===== config.mk =====
export PLATFORM = sky130hd
export DESIGN_NAME = swk_ram
export DESIGN_NICKNAME = d
export VERILOG_FILES = /design/src/design/swk_ram.sv
export SDC_FILE = /design/constraint.sdc
export NUM_CORES = 1
export LEC_CHECK = 0
export BUFFER_PORTS_ARGS = -buffer_cell sky130_fd_sc_hd__buf_2
export CORE_ASPECT_RATIO = 1.2
export CORE_MARGIN = 4
export CORE_UTILIZATION = 38
export DETAILED_ROUTE_END_ITERATION = 6
export GPL_TIMING_DRIVEN = 0
export PLACE_DENSITY = 0.66
export SLEW_MARGIN = 20
export SYNTH_ARGS = -nofsm -noshare
export SYNTH_HDL_FRONTEND = slang
export SYNTH_SLANG_ARGS = --single-unit

===== constraint.sdc =====
create_clock -name aclk -period 4.75 [get_ports aclk]
set_clock_uncertainty 0.1 [all_clocks]
set_input_delay 0.2375 -clock aclk [delete_from_list [all_inputs] [get_ports aclk]]
set_output_delay 0.2375 -clock aclk [all_outputs]
set_load 0.03 [all_outputs]

===== src/design/swk_ram.sv =====
// Generic single-write, single-read RAM with registered read data.
module swk_ram #(
    parameter int WIDTH = 8,
    parameter int DEPTH = 16
) (
    input  logic                     aclk,
    input  logic                     we,
    input  logic [$clog2(DEPTH)-1:0] waddr,
    input  logic [WIDTH-1:0]         wdata,
    input  logic [$clog2(DEPTH)-1:0] raddr,
    output logic [WIDTH-1:0]         rdata
);

    logic [WIDTH-1:0] mem [DEPTH];

    always_ff @(posedge aclk) begin
        if (we) begin
            mem[waddr] <= wdata;
        end
        rdata <= mem[raddr];
    end

endmodule


Word-level counts from Yosys, hierarchy flattened. Memories as Yosys holds them, arrays and structs flattened. A register that Yosys moved wholly into a read port is not among the register bits. Index checks and enable logic that the tools add are counted.

Multiplexer cells: 2. Magnitude comparators: 0. Multipliers: 0. Bitwise logic cells: 0. Reduce and logical (&&, ||, !) cells: 0. Shift-type cells: 0. Div/mod/pow operators: 0. Add/subtract/negate cells: 0. Equal/unequal tests: 0.

Operators with widths (count): 1-bit 2-to-1 mux (2).

Memories kept: 1. Latch bits: 0. Bits in read-only memories: 0. Input bits: 18. Bits in registers: 0. Memory bits (writable): 128.

Memory list: mem (words 16, bits a word 8, rd ports 1, clocked after Yosys merged registers in 1, wr ports 1, line 14) `logic [WIDTH-1:0] mem [DEPTH];`.

Depth between registers and ports, before layout. Gate-level depths: netlist (run 1).

Depth after elaboration: 2. Depth in mapped cells: 5. Mapped depth without buffers: 3.

Worst setup path after synthesis (run 1). Ideal clock, no wire load.

Kind: input -> register. Start: in waddr[2]. End: mem mem[0][0], enable pin. Slack: 2.920 ns. Data arrival time: 1.347 ns. Data required time: 4.267 ns. Library setup time: 0.383 ns. Cell stages on the path: 2. Path through: or3b_2 -> nor3_1.

RTL lines: from (decl) (line 8) `input logic [$clog2(DEPTH)-1:0] waddr,`; to (decl) (line 14).

Straight into the memory's write port.

==> results of run 1 <==
cells by family (layout without fill, tap and decap cells):
logic type	Yosys count	in the layout
muxes	32	32
AOI/OAI and AO/OA	16	16
buffers and inverters	10	66
DFF	136	136
and+or+nand+nor	35	35
per-stage QoR:
step                hold WS [ns]  power [W]  area, µm²
global placement           0.525    0.00151       5480
detailed placement         0.534    0.00152       5500
floorplan                  0.236    0.00146       5150
CTS                        0.102    0.00291       6140
finish                     0.108    0.00290       6140
global route               0.120    0.00299       6140
power groups by stage:
stage,Clock [W],Combinational [W],Sequential (W)
after global placement,0,0.000141,0.00137
final,0.00141,0.000144,0.00135
after global routing,0.00149,0.000154,0.00135
after detailed placement,0,0.000145,0.00137
after floorplan,0,0.0000681,0.00139
after CTS,0.00142,0.000146,0.00135
placed cells by master (no fill, tap or decap), drive strengths merged:
master / n
edfxtp: 128
buf: 31
clkdlybuf4s25: 3
clkinvlp: 3
a22oi: 16
clkbuf: 19
nor3: 4
dfxtp: 8
nor2: 13
nor2b: 1
nand2b: 2
or3b: 1
and2b: 1
nand2: 9
and2: 1
clkinv: 5
nand3b: 2
mux4: 32
bufinv: 5
nand3: 1
registers in the layout, indices dropped and copies added, names as in the netlist:
signal,count
rdata,8
mem,128
routing by layer:
metal	vias up	share of wire, %
met3	19	8.7
li1	1055	-
met2	90	49
met5	-	0
met1	1242	41
met4	0	2.1
area by class of cell:
cell class                      count  area (µm²)  area share (%)
Buffer                             10        86.3            1.41
Multi-Input combinational cell     83        1080            17.5
Sequential cell                   136        4000            65.2
Clock inverter                     13         201            3.28
Timing Repair Buffer               24         120            1.96
Tap cell                          168         210            3.42
Clock buffer                       19         443            7.21
worst max-delay path by stage:
stage           endpoint  depth (start not counted)      start  slack, ns
6_report        rdata[3]                          3  mem[1][3]       3.14
5_1_grt        mem[3][5]                          3   waddr[2]       3.08
4_1_cts        mem[2][1]                          3   waddr[2]       3.15
3_5_place_dp   mem[3][3]                          3   waddr[2]       2.73
3_3_place_gp   mem[0][3]                          3   waddr[2]       2.37
2_1_floorplan  mem[0][0]                          2   waddr[2]       2.92
==> flow_summary.json, run 1 <==
{
  "timing.final.crit_period_ns": 1.61,
  "clock_power_share_pct": 48.6,
  "globalplace.congestion": 0.836,
  "hold_vio_cnt_final": 0,
  "drt_iter0_drc": 198,
  "outcome": "completed",
  "synth_fp_nets": 247,
  "wirelength_mm": 9.75,
  "criticalPathCategory": "reg -> reg",
  "finish.cell_count_without_fillers": 453,
  "tritoncts.num_buffers": 17,
  "post_cts_resized": 0,
  "critPathLaunchType": "flop",
  "grt_use_met3_pct": 4.96,
  "synth_mux_area_share_pct": 15.0,
  "detail_route.wl_per_cell_um": 21.5,
  "r2r_slack_ns": 3.14,
  "synth.cell_area_mm2": 0.00515,
  "path_buf_inv": 0,
  "postRouteAntennaNets": 0,
  "r2r_start": "mem[1][3]",
  "number_of_primary_i_o_pins": 26,
  "hold_path_depth": 1,
  "clock_insertion_delay_worst_skew_ns": 0.41,
  "async_flop_share_pct": 0,
  "synth_compound_area_share_pct": 2.33,
  "synth_seq_area_share_pct": 77.8,
  "hold_path_class": "in -> reg",
  "grt_pass1_vias": 2444,
  "syn_inst_count": 229,
  "combinational_family_with_the_most_area_after_synthesis": "multiplexers",
  "num-fill-cells": 1128,
  "gr-usage-met1_pct": 18.1,
  "timing.max_cap.violations": 0,
  "chipWidth_um": 114,
  "critPathCaptureType": "flop",
  "worstPathRequired_ns": 4.93,
  "core-area_mm2": 0.0132,
  "antenna_found_initial": 0,
  "grt_max_degree": 17,
  "cts_max_path_buffers": 2,
  "place.port_buffers": 24,
  "yosysMostFrequentCell": "edfxtp_1",
  "clock.fmax_ghz": 0.620,
  "top_cell_type_by_total_area_after_synthesis": "edfxtp_1",
  "power_density_mw_per_mm2": 473,
  "grt_util_met2_pct": 20.5,
  "initial_core_util_pct": 38.9,
  "fraction_of_synthesized_cell_area_taken_by_the_top_area_cell_type_pct": 74.7,
  "seq_power_share_pct": 46.5,
  "post_synth_most_frequent_cells": "edfxtp_1 (128), mux4_2 (18), a22oi_1 (16)",
  "finalSetupViolations": 0,
  "unrepaired_setup_endpoints_after_global_routing": "no",
  "tightestPinTransition_ns": 0.820,
  "post_synth.cell_area_avg_um2": 22.5,
  "vias": 2406,
  "syn2layout_area_growth_pct": 19.3,
  "switchingPower_w": 0.000566,
  "clk_pin_slew_worst_paths_ns": 0.06,
  "global_route.peak_usage_layer": "met2",
  "detail_route.drc_violations": 0,
  "top_ff_cell_synth": "edfxtp_1",
  "flip_flop_and_latch_count_after_synthesis": 136,
  "critPathTopFamily": "multiplexers",
  "global_route_wire_length_before_repair_mm": 14.8,
  "switching_share_pct": 19.5,
  "cp_data_arrival_time_ns": 1.79,
  "min-delay-start": "wdata[5]",
  "htreeDepth": 4,
  "power.leakage_nw": 2.05,
  "synth_enable_flop_cells": 128,
  "slowest_stage": "mux4_1",
  "die_height_um": 135,
  "post_synth_num_cell_types": 19,
  "grt_use_total_pct": 13.6,
  "sequence_of_cells_on_the_critical_path": "mux4_1, a22oi_1, nand2_1",
  "yosys.area_share.xor_xnor_pct": 0,
  "dp.final_hpwl_mm": 6.16,
  "period_share_pct": 33.9,
  "drive_gt1_share_pct": 30.9,
  "placementRows": 46,
  "final_max_slew_viol_count": 0,
  "worst_ir_drop_vdd_v": 0.000326,
  "post-route-util_pct": 46.4,
  "ctsRootBufferMaster": "clkbuf_16",
  "rr_endpoint": "rdata[3]",
  "worst_path_largest_cell_delay_ns": 0.58,
  "timing.setup.tns_ns": 0,
  "internal_power_w": 0.00234,
  "p_comb_share_pct": 5.0,
  "holdPathEnd": "mem[8][5]",
  "slew-limit-headroom_pct": 45.0,
  "setup_ws_ns": 3.14,
  "setup_fix_bufs_post_cts": 0,
  "cts_tree": "done",
  "avgViaCountPerCell": 5.31,
  "synth.yosys.warnings": 0,
  "grt_overflow": 0,
  "post_synth_fa_ha_maj_area_fraction_pct": 0,
  "yosys.area_share.simple_pct": 3.18,
  "cts.sink_count": 136,
  "number_of_cell_instances_on_the_worst_register_to_register_path": 3,
  "dr.pass1.iters": 4,
  "dp_worst_setup_slack_ns": 2.73,
  "floorplan.die_area_mm2": 0.0155,
  "dp.cells": 421,
  "cts-hold-fix-buffers": 0,
  "layout.nets": 290,
  "largest_cells_by_area_after_synthesis": "edfxtp_1 (75%), mux4_2 (7.9%), mux4_1 (7.1%)",
  "crit_fanout": 1,
  "antenna_cells": 0
}
Power figures use the tool's default switching activity.
==> run 2: changes to the inputs <==
==> constraint.sdc (replaced) <==
create_clock -name aclk -period 1.7 [get_ports aclk]
set_clock_uncertainty 0.1 [all_clocks]
set_input_delay 0.085 -clock aclk [delete_from_list [all_inputs] [get_ports aclk]]
set_output_delay 0.085 -clock aclk [all_outputs]
set_load 0.03 [all_outputs]
==> run 2 against run 1 <==
  * Maximum frequency fell by 0.35%
  * Power grew to 2.8 times the previous value
  * Critical path type unchanged
  * Final cell count is 1.8% higher
==> flow_summary.json, run 2 (synthesis results as in run 1) <==
{
  "slew-limit-headroom_pct": 45.3,
  "die_height_um": 135,
  "timing.final.crit_period_ns": 1.62,
  "hold_path_class": "in -> reg",
  "outcome": "completed",
  "critPathLaunchType": "flop",
  "postRouteAntennaNets": 0,
  "antenna_cells": 0,
  "post-route-util_pct": 47.0,
  "met1Wirelength_mm": 3.99,
  "hold_vio_cnt_final": 0,
  "worstPathRequired_ns": 1.88,
  "top_layer_in_use": "met4",
  "place.port_buffers": 24,
  "period_share_pct": 95.1,
  "registers.top_by_ff_count": "mem",
  "globalplace.congestion": 0.836,
  "chipWidth_um": 114,
  "grt_pass1_vias": 2478,
  "timing.max_cap.violations": 0,
  "worst_ir_drop_vdd_v": 0.000912,
  "cts_tree": "done",
  "cts.sink_count": 136,
  "clk_pin_slew_worst_paths_ns": 0.06,
  "tightestPinTransition_ns": 0.818,
  "crit_fanout": 1,
  "mostFrequentLayoutCells": "edfxtp_1 (128), buf_2 (27), mux4_2 (18), clkbuf_16 (17), a22oi_1 (16)",
  "number_of_primary_i_o_pins": 26,
  "floorplan.die_area_mm2": 0.0155,
  "clock_insertion_delay_worst_skew_ns": 0.41,
  "tritoncts.num_buffers": 17,
  "final_max_slew_viol_count": 0,
  "largest_registers": "mem x128, rdata x8",
  "placementRows": 46,
  "layout_commonest_cell": "edfxtp_1",
  "vias": 2440,
  "multi_input_gate_area_mm2": 0.00108,
  "initial_core_util_pct": 38.9,
  "avgViaCountPerCell": 5.29,
  "dr.pass1.iters": 4,
  "critPathCaptureType": "flop",
  "detail_route.wl_per_cell_um": 21.2,
  "grt_overflow": 0,
  "met3RoutedLength_um": 829,
  "largest_register_ff_count": 128,
  "cp_data_arrival_time_ns": 1.80,
  "drt_iter0_drc": 210,
  "num-fill-cells": 1120,
  "met2_routed_length_mm": 4.72,
  "report.power.total_w": 0.00812,
  "antenna_found_initial": 0,
  "syn2layout_area_growth_pct": 20.9,
  "ff_latch_area_mm2": 0.00400,
  "unrepaired_setup_endpoints_after_global_routing": "no",
  "power_density_mw_per_mm2": 1310,
  "grt_max_degree": 17,
  "criticalPathCategory": "reg -> reg",
  "core-area_mm2": 0.0132,
  "layout.nets": 298,
  "dp.final_hpwl_mm": 6.16,
  "htreeDepth": 4,
  "detail_route.drc_violations": 0,
  "cts_max_path_buffers": 2,
  "finalSetupViolations": 0,
  "global_route_wire_length_before_repair_mm": 15.0,
  "grt_use_total_pct": 13.7,
  "wirelength_mm": 9.76,
  "clock.fmax_ghz": 0.618,
  "drive_gt1_share_pct": 30.0,
  "power.leakage_nw": 2.09,
  "ctsRootBufferMaster": "clkbuf_16"
}
## run 2: worst paths after layout
path | end | start | cells past startpoint | slack [ns]
setup / recovery | rdata[0] | mem[2][0] | 3 | 0.08
hold / removal | mem[4][7] | waddr[0] | 2 | 0.11
setup reg to reg | rdata[0] | mem[2][0] | 3 | 0.08
hold reg to reg | rdata[1] | mem[14][1] | 3 | 0.59
## run 2: stage by stage
step                      hold slack, ns  cell area, µm²  std cells  setup slack, ns  setup TNS (ns)
final                              0.105            6220        461           0.0825               0
after global routing               0.103            6220        461           0.0468               0
after CTS                         0.0836            6220        461            0.136               0
after detailed placement           0.381            5500        421           -0.169           -4.77
after global placement             0.372            5480        421           -0.530          -12.79
after floorplan                   0.0839            5150        229           0.0221               0
## run 2: repair_timing
item / CTS / global route
setup endpoints to repair: 0 / 0
setup buffers: 0 / 0
resized for setup: 0 / 0
hold buffers: 8 / 0
hold endpoints to repair: 128 / 0
## run 2: final cells by class
cell class / instances / share of cell area, %
repair buffers: 32 / 3.22
clock inverters: 13 / 3.24
flip-flops and latches: 136 / 64.3
multi-input cells: 83 / 17.3
clock buffers: 19 / 7.12
plain buffers: 10 / 1.39
well taps: 168 / 3.38
## run 2: where the power goes
part / switching, W / internal, W / total (W)
clock network: 0.00131 / 0.00263 / 0.00394
logic: 0.000256 / 0.000162 / 0.000418
registers: 0.0000169 / 0.00375 / 0.00377
## run 2: per-layer routing
metal	track usage, %	vias to the layer above
met5	0	-
met4	5.35	0
met3	4.96	22
met2	20.6	107
met1	18.3	1239
li1	-	1072
## run 2: worst max-delay path, cell delays in order, from the launching register on
cell and delay, ns:
edfxtp_1 0.36, mux4_1 0.52, a22oi_1 0.38, nand2_1 0.12
==> run 3: changes to the inputs <==
==> constraint.sdc (replaced) <==
create_clock -name aclk -period 1.7 [get_ports aclk]
set_clock_uncertainty 0.1 [all_clocks]
set_input_delay 0 -clock aclk [delete_from_list [all_inputs] [get_ports aclk]]
set_output_delay 0 -clock aclk [all_outputs]
set_load 0.03 [all_outputs]
==> run 3 against run 2 <==
  * Flip-flop and latch count is the same
  * Final area rose by 0.16%
  * Non-clock buffer count rose by 1
  * Combinational power about the same
==> flow_summary.json, run 3 (synthesis results as in run 1) <==
{
  "outcome": "completed",
  "number_of_cell_instances_on_the_worst_register_to_register_path": 3,
  "hold_vio_cnt_final": 0,
  "grt_use_total_pct": 13.7,
  "layout_commonest_cell": "edfxtp_1",
  "tritoncts.num_buffers": 17,
  "layout.nets": 299,
  "final_max_slew_viol_count": 0,
  "wirelength_mm": 9.77,
  "critPathLaunchType": "input port",
  "die_height_um": 135,
  "placementRows": 46,
  "grt_pass1_vias": 2481,
  "largest_registers": "mem x128, rdata x8",
  "crit_fanout": 8,
  "criticalPathCategory": "in -> reg",
  "postRouteAntennaNets": 0,
  "timing.max_cap.violations": 0,
  "registers.top_by_ff_count": "mem",
  "floorplan.die_area_mm2": 0.0155,
  "vias": 2431,
  "power_density_mw_per_mm2": 1300,
  "grt_max_degree": 17,
  "initial_core_util_pct": 38.9,
  "worst_ir_drop_vdd_v": 0.000912,
  "worstPathRequired_ns": 1.64,
  "power.leakage_nw": 2.09,
  "critPathCaptureType": "flop",
  "cp_data_arrival_time_ns": 1.59,
  "grt_overflow": 0,
  "r2r_start": "mem[1][3]",
  "cts_max_path_buffers": 2,
  "drive_gt1_share_pct": 29.9,
  "num-fill-cells": 1120,
  "min-delay-start": "waddr[0]",
  "avgViaCountPerCell": 5.26,
  "ff_latch_area_mm2": 0.00400,
  "htreeDepth": 4,
  "largest_register_ff_count": 128,
  "rr_endpoint": "rdata[3]",
  "ctsRootBufferMaster": "clkbuf_16",
  "global_route_wire_length_before_repair_mm": 15.0,
  "hold_path_depth": 2,
  "antenna_cells": 0,
  "slew-limit-headroom_pct": 44.0,
  "fin_worst_hold_slack_ns": 0.0224,
  "cts.sink_count": 136,
  "r2r_slack_ns": 0.10,
  "clk_pin_slew_worst_paths_ns": 0.06,
  "drt_iter0_drc": 230,
  "post-route-util_pct": 47.1,
  "detail_route.wl_per_cell_um": 21.2,
  "period_share_pct": 97.3,
  "critical_path.startpoint": "waddr[1]",
  "globalplace.congestion": 0.836,
  "timing.setup.tns_ns": 0,
  "clock_insertion_delay_worst_skew_ns": 0.41,
  "syn2layout_area_growth_pct": 21.1,
  "place.port_buffers": 24,
  "hold_path_class": "in -> reg",
  "number_of_primary_i_o_pins": 26,
  "core-area_mm2": 0.0132,
  "clock.fmax_ghz": 0.605,
  "dp.final_hpwl_mm": 6.16,
  "timing.final.crit_period_ns": 1.65,
  "detail_route.drc_violations": 0,
  "antenna_found_initial": 0,
  "multi_input_gate_area_mm2": 0.00108,
  "chipWidth_um": 114,
  "cts_tree": "done",
  "holdPathEnd": "mem[4][7]",
  "dr.pass1.iters": 4,
  "setup_fix_bufs_post_cts": 0,
  "tightestPinTransition_ns": 0.837,
  "finalSetupViolations": 0,
  "unrepaired_setup_endpoints_after_global_routing": "yes",
  "mostFrequentLayoutCells": "edfxtp_1 (128), buf_2 (27), mux4_2 (18), clkbuf_16 (17), a22oi_1 (16)"
}
[run 3: changes by cell type in the layout (fill, tap and decap cells not counted)]
cell	previous run	this run
dlygate4sd3_1	8	9
[run 3: worst max-delay path by stage]
stage / end / slack, ns / depth (start not counted)
after global placement: mem[0][3] / -0.45 / 3
after floorplan: mem[0][0] / 0.11 / 2
after detailed placement: mem[3][3] / -0.08 / 3
after CTS: mem[9][3] / 0.07 / 4
final: mem[13][5] / 0.05 / 4
after global routing: mem[1][2] / -0.02 / 4
[run 3: critical path, cell delays in order]
cell,delay (ns)
dlygate4sd3_1,0.53
buf_2,0.18
nand2b_1,0.22
nor2_1,0.66
[run 3: metal layers]
layer,GRT usage [%],share of wire (%)
met5,0,0
met2,20.6,48
met3,4.87,8.0
met4,5.35,2.4
met1,18.4,42
[run 3: final cells by class]
type | count | share of cell area [%]
well taps | 168 | 3.37
clock inverters | 13 | 3.23
plain buffers | 10 | 1.39
flip-flops and latches | 136 | 64.2
clock buffers | 19 | 7.11
repair buffers | 33 | 3.37
multi-input cells | 83 | 17.3
[run 3: timing repair]
action | CTS | global route
hold buffers | 9 | 0
endpoints found under the setup margin | 0 | 16
resized for setup | 0 | 0
endpoints found under the hold margin | 130 | 0
[run 3: power breakdown]
| part | internal [W] | leakage (nW) | switching, W | total (W) |
|---|---|---|---|---|
| clock network | 0.00263 | 0.309 | 0.00131 | 0.00394 |
| registers | 0.00375 | 1.22 | 0.0000170 | 0.00377 |
| logic | 0.000163 | 0.557 | 0.000256 | 0.000419 |
[run 3: through the flow]
stage	worst slack [ns]	total power, W	cell area [µm²]	cells
after global placement	-0.445	0.00423	5480	421
final	0.0465	0.00813	6230	462
after CTS	0.0682	0.00816	6230	462
after floorplan	0.107	0.00407	5150	229
after global routing	-0.0221	0.00838	6230	462
after detailed placement	-0.0838	0.00424	5500	421
